<file path="config.mk">
export PLATFORM = sky130hd
export DESIGN_NAME = rpn_stack_calculator_core
export DESIGN_NICKNAME = d
export VERILOG_FILES = /design/src/hdl/rpn_pkg.sv /design/src/hdl/rpn_div.sv /design/src/hdl/rpn_stack_calculator_core.sv
export VERILOG_INCLUDE_DIRS = /design/src /design/src/hdl
export SDC_FILE = /design/constraint.sdc
export NUM_CORES = 2
export LEC_CHECK = 0
export BUFFER_PORTS_ARGS = -buffer_cell sky130_fd_sc_hd__buf_2
export CORE_MARGIN = 2
export CORE_UTILIZATION = 40
export DETAILED_ROUTE_END_ITERATION = 8
export HOLD_SLACK_MARGIN = 0.06
export SLEW_MARGIN = 30
export SYNTH_ARGS = -nofsm -noshare
export SYNTH_HDL_FRONTEND = slang
export SYNTH_SLANG_ARGS = --single-unit
export TNS_END_PERCENT = 100
</file>
<file path="constraint.sdc">
create_clock -name clk -period 13.5 [get_ports clk]
set_clock_uncertainty 0.05 [all_clocks]
set_input_delay 0.675 -clock clk [delete_from_list [all_inputs] [get_ports clk]]
set_output_delay 0.675 -clock clk [all_outputs]
set_load 0.02 [all_outputs]
</file>
<file path="src/hdl/rpn_stack_calculator_core_defines.svh">
// rpn stack calculator assertion macros
`ifndef RPN_STACK_CALCULATOR_CORE_DEFINES_SVH
`define RPN_STACK_CALCULATOR_CORE_DEFINES_SVH
`ifndef ASSERT_OFF
`define RPN_ASSERT_CLK(label, clk, rst, prop) \
  label: assert property (@(posedge clk) disable iff (rst) (prop)) else $error("%m failed");
`define RPN_ASSERT_NEXT(label, clk, rst, cond, nxt) \
  label: assert property (@(posedge clk) disable iff (rst) (cond) |=> (nxt)) else $error("%m failed");
`else
`define RPN_ASSERT_CLK(label, clk, rst, prop)
`define RPN_ASSERT_NEXT(label, clk, rst, cond, nxt)
`endif
`endif

</file>
<file path="src/hdl/rpn_pkg.sv">
// ----------------------------------------------------------------------------
// rpn_pkg
// shared types and codes of the rpn stack calculator
// ----------------------------------------------------------------------------
`default_nettype none
package rpn_pkg;
  localparam logic [3:0] CMD_PUSH = 4'd0;
  localparam logic [3:0] CMD_PEEK = 4'd1;
  localparam logic [3:0] CMD_ADD  = 4'd2;
  localparam logic [3:0] CMD_SUB  = 4'd3;
  localparam logic [3:0] CMD_MUL  = 4'd4;
  localparam logic [3:0] CMD_DIV  = 4'd5;
  localparam logic [3:0] CMD_SUM  = 4'd6;
  localparam logic [3:0] CMD_AVG  = 4'd7;
  localparam logic [3:0] CMD_SWAP = 4'd8;

  localparam logic [2:0] ST_OK      = 3'd0;
  localparam logic [2:0] ST_EMPTY   = 3'd1;
  localparam logic [2:0] ST_ONE     = 3'd2;
  localparam logic [2:0] ST_FULL    = 3'd3;
  localparam logic [2:0] ST_DIVZERO = 3'd4;

  typedef enum logic [3:0] {
    S_IDLE, S_RD1, S_RD2, S_EXEC, S_MULW, S_DIVW, S_SUMRD, S_SUMACC,
    S_WRB, S_WRA, S_TOPRD, S_TOPW, S_DONE
  } state_t;
endpackage
`default_nettype wire

</file>
<file path="src/hdl/rpn_div.sv">
// ----------------------------------------------------------------------------
// rpn_div
// signed restoring divider, one quotient bit per cycle, truncates toward zero
// ----------------------------------------------------------------------------
`default_nettype none
module rpn_div (
  input  wire logic        clk,
  input  wire logic        rst,
  input  wire logic        start,
  input  wire logic [63:0] dividend,
  input  wire logic [63:0] divisor,
  output logic             done,
  output logic [63:0]      quotient
);
  logic [63:0] num;
  logic [63:0] den;
  logic [64:0] rem;
  logic [6:0]  cnt;
  logic        neg;
  logic        run;
  logic [64:0] trial;

  assign trial = {rem[63:0], num[63]} - {1'b0, den};

  always_ff @(posedge clk) begin
    if (rst) begin
      run  <= 1'b0;
      done <= 1'b0;
    end else begin
      done <= 1'b0;
      if (start) begin
        run <= 1'b1;
        cnt <= 7'd0;
        rem <= '0;
        neg <= dividend[63] ^ divisor[63];
        num <= dividend[63] ? -dividend : dividend;
        den <= divisor[63] ? -divisor : divisor;
      end else if (run) begin
        if (trial[64]) begin
          rem <= {rem[63:0], num[63]};
          num <= {num[62:0], 1'b0};
        end else begin
          rem <= trial;
          num <= {num[62:0], 1'b1};
        end
        cnt <= cnt + 7'd1;
        if (cnt == 7'd63) begin
          run  <= 1'b0;
          done <= 1'b1;
        end
      end
    end
  end

  assign quotient = neg ? -num : num;
endmodule
`default_nettype wire

</file>
<file path="src/hdl/rpn_stack_calculator_core.sv">
// rpn stack calculator: stack of q16.16 values in a one-port synchronous memory
// an empty or full stack, one entry for a two-operand command and division by 0
// set their status codes; sum and average fold all n entries into a single entry
// one command at a time, busy until the result beat, which is shown for one cycle
// synchronous active-high reset empties the stack; memory contents are undefined
`default_nettype none
`include "rpn_stack_calculator_core_defines.svh"
module rpn_stack_calculator_core #(
  parameter int STACK_DEPTH = 16
) (
  input  wire logic               clk,
  input  wire logic               rst,
  input  wire logic               start,
  input  wire logic [3:0]         command,
  input  wire logic signed [31:0] operand,
  output logic                    busy,
  output logic                    done,
  output logic signed [31:0]      top_value,
  output logic [2:0]              status,
  output logic [4:0]              depth
);
  import rpn_pkg::*;
  localparam int AW = (STACK_DEPTH > 1) ? $clog2(STACK_DEPTH) : 1;
  localparam int CW = $clog2(STACK_DEPTH + 1);

  logic signed [31:0] mem [STACK_DEPTH];
  logic               we;
  logic [AW-1:0]      addr;
  logic signed [31:0] wdata;
  logic signed [31:0] rdata;

  state_t state, state_next;
  logic [CW-1:0] count;
  logic [3:0]    cmd;
  logic signed [31:0] opnd, p, q;
  logic [CW-1:0] idx;
  logic signed [63:0] acc;
  logic signed [63:0] prod;
  logic [2:0] st, st_next;
  logic       div_start, div_done;
  logic [63:0] div_num, div_den, quo;

  always_ff @(posedge clk) begin
    if (we) mem[addr] <= wdata;
    rdata <= mem[addr];
  end

  rpn_div u_div (
    .clk(clk), .rst(rst), .start(div_start), .dividend(div_num),
    .divisor(div_den), .done(div_done), .quotient(quo)
  );

  function automatic logic signed [31:0] sat(input logic signed [63:0] v);
    if (v > 64'sd2147483647) return 32'sh7fffffff;
    if (v < -64'sd2147483648) return 32'sh80000000;
    return v[31:0];
  endfunction

  logic signed [63:0] mulr;
  assign mulr = (prod + 64'sd32768) >>> 16;

  always_comb begin
    state_next = state;
    st_next = st;
    we = 1'b0;
    addr = '0;
    wdata = '0;
    div_start = 1'b0;
    div_num = acc;
    div_den = 64'(count);
    unique case (state)
      S_IDLE: if (start) begin
        st_next = ST_OK;
        state_next = S_DONE;
        priority case (command)
          CMD_PUSH: if (count >= CW'(STACK_DEPTH)) st_next = ST_FULL;
            else state_next = S_WRB;
          CMD_PEEK: if (count == '0) st_next = ST_EMPTY; else state_next = S_TOPRD;
          CMD_ADD, CMD_SUB, CMD_MUL, CMD_DIV, CMD_SWAP:
            if (count == '0) st_next = ST_EMPTY;
            else if (count == CW'(1)) begin st_next = ST_ONE; state_next = S_TOPRD; end
            else state_next = S_RD1;
          CMD_SUM, CMD_AVG: if (count == '0) st_next = ST_EMPTY; else state_next = S_SUMRD;
          default: if (count != '0) state_next = S_TOPRD;
        endcase
      end
      S_RD1: begin
        addr = AW'(count - CW'(1));
        state_next = S_RD2;
      end
      S_RD2: begin
        addr = AW'(count - CW'(2));
        state_next = S_EXEC;
      end
      S_EXEC: state_next = (cmd == CMD_MUL) ? S_MULW : S_WRB;
      S_MULW: state_next = S_WRB;
      S_DIVW: if (div_done) state_next = S_WRB;
      S_SUMRD: begin
        addr = AW'(idx);
        state_next = S_SUMACC;
      end
      S_SUMACC: state_next = S_SUMACC;
      S_WRB: begin
        state_next = S_TOPRD;
      end
      S_WRA: state_next = S_TOPRD;
      S_TOPRD: begin
        addr = AW'(count - CW'(1));
        state_next = S_TOPW;
      end
      S_TOPW: state_next = S_DONE;
      S_DONE: state_next = S_IDLE;
      default: state_next = S_IDLE;
    endcase
    // memory writes, end of the sum loop and divider start
    if (state == S_WRB) begin
      we = 1'b1;
      unique case (cmd)
        CMD_PUSH: begin addr = AW'(count - CW'(1)); wdata = opnd; end
        CMD_SWAP: begin addr = AW'(count - CW'(1)); wdata = q; end
        CMD_SUM, CMD_AVG: begin addr = '0; wdata = sat(acc); end
        CMD_ADD: begin addr = AW'(count - CW'(2)); wdata = sat(64'(q) + 64'(p)); end
        CMD_SUB: begin addr = AW'(count - CW'(2)); wdata = sat(64'(q) - 64'(p)); end
        CMD_MUL: begin addr = AW'(count - CW'(2)); wdata = sat(mulr); end
        CMD_DIV: begin addr = AW'(count - CW'(2)); wdata = sat(quo); end
        default: we = 1'b0;
      endcase
      if (cmd == CMD_SWAP) state_next = S_WRA;
    end
    if (state == S_WRA) begin
      we = 1'b1;
      addr = AW'(count - CW'(2));
      wdata = p;
    end
    if (state == S_SUMACC) begin
      if (CW'(idx + CW'(1)) == count) begin
        state_next = (cmd == CMD_AVG) ? S_DIVW : S_WRB;
        div_start = (cmd == CMD_AVG);
        div_num = acc + 64'(rdata);
      end else begin
        state_next = S_SUMRD;
      end
    end
    if (state == S_EXEC && cmd == CMD_DIV) begin
      if (p == '0) begin
        st_next = ST_DIVZERO;
        state_next = S_TOPRD;
      end else begin
        state_next = S_DIVW;
        div_start = 1'b1;
        div_num = {{16{rdata[31]}}, rdata, 16'd0};
        div_den = 64'(p);
      end
    end
  end

  always_ff @(posedge clk) begin
    if (rst) begin
      state <= S_IDLE;
      count <= '0;
      done <= 1'b0;
    end else begin
      state <= state_next;
      st <= st_next;
      done <= (state == S_DONE);
      if (state == S_IDLE && start) begin
        cmd <= command;
        opnd <= operand;
        idx <= '0;
        acc <= '0;
        if (command == CMD_PUSH && count < CW'(STACK_DEPTH)) count <= count + CW'(1);
      end
      if (state == S_RD2) p <= rdata;
      if (state == S_EXEC) begin
        q <= rdata;
        prod <= 64'(p) * 64'(rdata);
      end
      if (state == S_SUMACC) begin
        acc <= acc + 64'(rdata);
        idx <= idx + CW'(1);
      end
      if (state == S_DIVW && div_done) acc <= quo;
      if (state == S_WRB) begin
        if (cmd == CMD_SUM || cmd == CMD_AVG) count <= CW'(1);
        else if (cmd != CMD_PUSH && cmd != CMD_SWAP) count <= count - CW'(1);
      end
      if (state == S_TOPW) top_value <= rdata;
      if (state == S_DONE) begin
        status <= st;
        depth <= 5'(count);
        if (count == '0) top_value <= '0;
      end
      if (state == S_IDLE && start && count == '0) top_value <= '0;
    end
  end

  assign busy = (state != S_IDLE);

  `RPN_ASSERT_CLK(a_count_range, clk, rst, count <= CW'(STACK_DEPTH))
  `RPN_ASSERT_NEXT(a_done_after_last, clk, rst, state == S_DONE, done)
  `RPN_ASSERT_CLK(a_done_idle, clk, rst, !done || !busy)
endmodule
`default_nettype wire
</file>
* Yosys cells after proc, flatten, opt, wreduce, memory -nomap -nowiden
Memories as Yosys holds them, arrays and structs flattened. A register that Yosys moved wholly into a read port is not among the register bits. Cells that the tools add are included.
Storage, ports and cells: bits in read-only memories 0, memories 1, RAM bits 512, output and inout port bits 42, word-level logic and storage cells 249, bits of input ports 39, bits in latches 0, register bits 488
Memories:
- mem | depth 16, width 32, rd ports 1, clocked after Yosys merged registers in 1, wr ports 1, RTL line rpn_stack_calculator_core.sv:26 | logic signed [31:0] mem [STACK_DEPTH];
Operators by class: order comparisons 12, multipliers 1, bitwise gates (word level) 3, reduce and logical (&&, ||, !) cells 36, shift-type cells 0, divide/modulo/power cells 0, add/sub/neg operators 13, multiplexer cells 130, equal/unequal tests 31
Operators by type and width (number):
- two-way mux 64 bit | 15
- two-way mux 32 bit | 25
- case mux 32 bit (7 select lines) | 1
- negator 64 bit | 3
- greater-than comparator 64 x 32 -> 1 bit, second input constant | 2
- less-than comparator 64 x 32 -> 1 bit, second input constant | 2
- greater-than comparator 33 x 32 -> 1 bit, second input constant | 2
- less-than comparator 33 x 32 -> 1 bit, second input constant | 2
- subtractor 65 x 64 -> 65 bit | 1
- adder 64 x 17 -> 64 bit, second input constant | 1
- adder 64 x 32 -> 64 bit | 1
- multiplier 32 x 32 -> 64 bit | 1
- two-way mux 63 bit | 1
- two-way mux 4 bit | 15
- two-way mux 1 bit | 50
- == test 4 x 3 -> 1 bit, second input constant | 12
- greater-than comparator 48 x 32 -> 1 bit, second input constant | 1
- less-than comparator 48 x 32 -> 1 bit, second input constant | 1
- case mux 4 bit (10 select lines) | 1
- two-way mux 5 bit | 7
- adder 32 x 32 -> 33 bit | 1
- subtractor 32 x 32 -> 33 bit | 1
- logical NOT 32 bit | 1
- == test 4 bit, second input constant | 7
- 34 further kinds | 72

* Logic depth before layout (Yosys ltp)
depth after elaboration 14, gate-level depth with buffers 32, depth with buffers taken out 30

* By module
A second synthesis with hierarchy kept.
Unflattened totals: cell total of the unflattened synthesis 9625, area, all modules 94225.4 µm²
Modules (own cells, without submodules):
- rpn_stack_calculator_core | cells each 7825, sequential area each 24053.1 µm², instances 1, area an instance 78476.5 µm²
- rpn_div | cells each 1800, sequential area each 6045.8 µm², instances 1, area an instance 15748.9 µm²

* Least setup slack after synthesis
OpenSTA, ideal clock, no wires.
path type reg2reg, start register idx[0], end register u_div.cnt[0], enable pin, stages on the path, launching flop included 15, required time 12.819 ns, path slack 3.582 ns, path buffers 6, arrival 9.237 ns, clock period less this slack 9.918 ns, cell sequence edfxtp_1 > ha_1 > o21ba_2 > a221oi_1 > o211a_2 > clkbuf_1 > buf_1 > clkbuf_1 > clkbuf_1 > buf_1 > nand3_1 > nand2_1 > clkbuf_1 > nor2_1 > nor2_1
On the way: longest elaborated chain between the ends 8
Ends and longest elaborated chain:
- from (decl) | RTL line rpn_stack_calculator_core.sv:36 | logic [CW-1:0] idx;
- from (signal assigned) | RTL line rpn_stack_calculator_core.sv:180 | idx <= idx + CW'(1);
- adder 5 x 1 -> 5 bit * | RTL line rpn_stack_calculator_core.sv:136 | if (CW'(idx + CW'(1)) == count) begin
- == test 5 bit * | RTL line rpn_stack_calculator_core.sv:136
- two-way mux 1 bit * | RTL line rpn_stack_calculator_core.sv:136
- two-way mux 1 bit * | RTL line rpn_stack_calculator_core.sv:135 | if (state == S_SUMACC) begin
- two-way mux 1 bit | RTL line rpn_stack_calculator_core.sv:145 | if (p == '0) begin
- two-way mux 1 bit * | RTL line rpn_stack_calculator_core.sv:144 | if (state == S_EXEC && cmd == CMD_DIV) begin
- nonzero test 2 bit (no source line) *
- AND reduction 2 bit (no source line) *
- to (signal assigned) | RTL line rpn_div.sv:46 | cnt <= cnt + 7'd1;
- to (decl) | RTL line rpn_div.sv:18 | logic [6:0] cnt;
Every way passes the cells marked *; elsewhere a longest branch is shown, timed or not. A chain may end at the register's enable or synchronous reset.

* Final worst setup path
start register p[5], end register prod[60] (data pin)
On the way: longest elaborated chain between the ends 1
Ends and longest elaborated chain:
- from (decl) | RTL line rpn_stack_calculator_core.sv:35 | logic signed [31:0] opnd, p, q;
- from (signal assigned) | RTL line rpn_stack_calculator_core.sv:173 | if (state == S_RD2) p <= rdata;
- multiplier 32 x 32 -> 64 bit | RTL line rpn_stack_calculator_core.sv:176 | prod <= 64'(p) * 64'(rdata);
- to (signal assigned) | RTL line rpn_stack_calculator_core.sv:176
- to (decl) | RTL line rpn_stack_calculator_core.sv:38 | logic signed [63:0] prod;
Every way passes these cells.

==> reports/metrics.cfg <==
[floorplanning]
design.die.area_um2=243000
fp.dieH_um=492
dieWidth_um=492
ioPinCount=81
initial_utilization=0.402
rows=179
core_area_um2=238000

[timing]
setup-violations-final=0
min_period_over_period=0.703
tightest_slew_ns=1.15
min_period_ns=9.50
hold_viol_final=0
maxSlewViolCount=0
rsz0062_at_grt=false
fin_tns_setup_ns=0
relSlewSlack=0.235
timing.fmax_ghz=0.105

[synthesis]
synth_flop_cell=edfxtp_1
synth_edf_count=973
synth_area_um2=95400
synth.distinct_cells=99
yosys-top-cells-area=edfxtp_1, fa_1, ha_1
synth_top_cell_by_area=edfxtp_1
yosysWarnings=0
syn_inst=9745
async_flop_share=0
synth_seq_area_share=0.315
synth.avg_cell_area_um2=9.79
yosysTopAreaCellShare=0.306
synth_seq_cells=1017

[routing]
drt_pass1_iterations=8
routed_wl_um=324000
drt_iter0_drc=7393
routedWlPerCell_um=25.2
num_vias=74200
route.detailed.drc=0
ant_nets=0
routed_via_density=5.77

[setup_path]
cp-startpoint=p[5]
timing.rr.end=prod[60]
endpoint=prod[60]
critPathArrivalTime_ns=9.97
rrSetupSlack_ns=4.00
end_kind=flop
cp_common_cell=fa_1
critical_path.startpoint_type=flop
cp_slowest_stage_delay_ns=0.68
cp_num_cells=29
reg2reg_depth=29
r2r-start=p[5]
crit_fanout=25
cp_num_buf_inv=7
critical_path_required_ns=13.97
crit_family=adder cells
critPathKind=flop to flop
crit_slowest_cell=edfxtp_1

[placed_design]
finalWeightedCongestion=1.01
dp_hpwl_um=239000
port_buffers=80

[finish]
nets=11100
drive_above_1_share=0.0664
mostFrequentLayoutCells=inv_1, nand2_1, fa_1, edfxtp_1, and2_1
final_common_cell=inv_1
area_growth_pct=8.67

[cts]
root_buffer=clkbuf_16
postCtsHoldBufs=12
cts_setup_buffers=0
cts_tree=done
cts_resized=0
clkSlewWorstSetupHoldPaths_ns=0.06
cts_sinks=1017
clockBufferDepth=3
numCtsBuffers=110
clk_latency_ns=0.81
htree_levels=3

[global_routing]
antenna_found_initial=29
first_global_vias=75100
grt_pass1_wl_um=486000
overflow=0
grt_max_degree=207
grt_use_total=0.265

[outcome]
status=finished, final reports clean

[worst_hold_path]
hp-class=input port to flop
hold_start=operand[10]
hold_path_depth=1

[run]
drv_cap=0

==> registers in the layout, indices dropped and copies added (netlist names), 3 cells and up <==
register   count
rdata         32
depth          5
acc           64
idx            5
q             32
u_div.den     64
top_value     32
u_div.cnt      7
cmd            4
u_div.num     64
prod          49
status         3
state          4
count          5
opnd          32
u_div.rem     64
mem          512
st             3
p             32
==> worst min-delay path by stage <==
| stage | slack [ns] | endpoint |
|---|---|---|
| after floorplan | 0.36 | depth[3] |
| after global placement | 0.40 | status[0] |
| after detailed placement | 0.40 | status[0] |
| after CTS | 0.07 | opnd[10] |
| after global routing | 0.08 | opnd[8] |
| final | 0.09 | opnd[10] |
==> synthesized netlist by cell type, types with 48 or more instances <==
| cell | n |
|---|---|
| nand4_1 | 87 |
| nand2b_1 | 55 |
| xnor2_1 | 240 |
| o21ai_0 | 269 |
| a311oi_1 | 70 |
| ha_1 | 384 |
| nand2_1 | 1183 |
| nand3_1 | 108 |
| o31ai_1 | 63 |
| clkbuf_1 | 571 |
| fa_1 | 1085 |
| nor4_1 | 59 |
| o21bai_1 | 48 |
| o22ai_1 | 77 |
| xor2_1 | 163 |
| nor2_1 | 494 |
| mux2i_1 | 105 |
| inv_1 | 1245 |
| a21oi_1 | 476 |
| a21o_1 | 105 |
| and2_1 | 660 |
| nor3_1 | 111 |
| a31oi_1 | 117 |
| a211oi_1 | 213 |
| edfxtp_1 | 973 |
==> per-stage QoR <==
stage	cells	setup WS (ns)	area, um2	utilization	hold WS, ns
after floorplan	9775	3.58	95500	-	0.356
after global placement	12600	3.97	99400	0.418	0.397
after detailed placement	12600	4.05	99600	0.419	0.397
after CTS	12800	4.00	104000	0.436	0.0674
after global routing	12800	3.58	104000	0.436	0.0827
final	12900	4.00	104000	0.436	0.0893
==> layout make-up <==
cell class / count / area [um2]
inverters: 1247 / 4680
repair buffers: 285 / 2090
clock buffers: 127 / 2840
diodes: 24 / 60.1
clock inverters: 80 / 1010
flip-flops and latches: 1017 / 30100
fillers: 22500 / 134000
multi-input cells: 6907 / 58900
well taps: 3167 / 3960
==> worst register-to-register path: cells and delay by family (launching register included) <==
family	cells	cell delay [ns]
fa+ha+maj	9	4.38
simple gates	2	0.42
compound gates	11	2.98
buf+inv	7	0.76
flops	1	0.68
==> metal layers <==
layer / wire, um / vias up / GRT usage
met5: 150 / - / 0
met4: 20100 / 22 / 0.145
met2: 145000 / 3169 / 0.411
li1: - / 32600 / -
met1: 133000 / 37600 / 0.350
met3: 26300 / 789 / 0.0505
==> cell families after synthesis <==
group / count (synthesis) / share of synthesized area
simple gates: 3056 / 0.156
buf+inv: 1851 / 0.0730
compound gates: 1835 / 0.129
fa+ha+maj: 1469 / 0.278
flops: 1017 / 0.315
xor+xnor: 403 / 0.0370
mux: 113 / 0.0120
other cells: 1 / 0.0000393
Power is not shown: default switching activity piles up to over one toggle a cycle in this logic, so the estimate is an artifact.
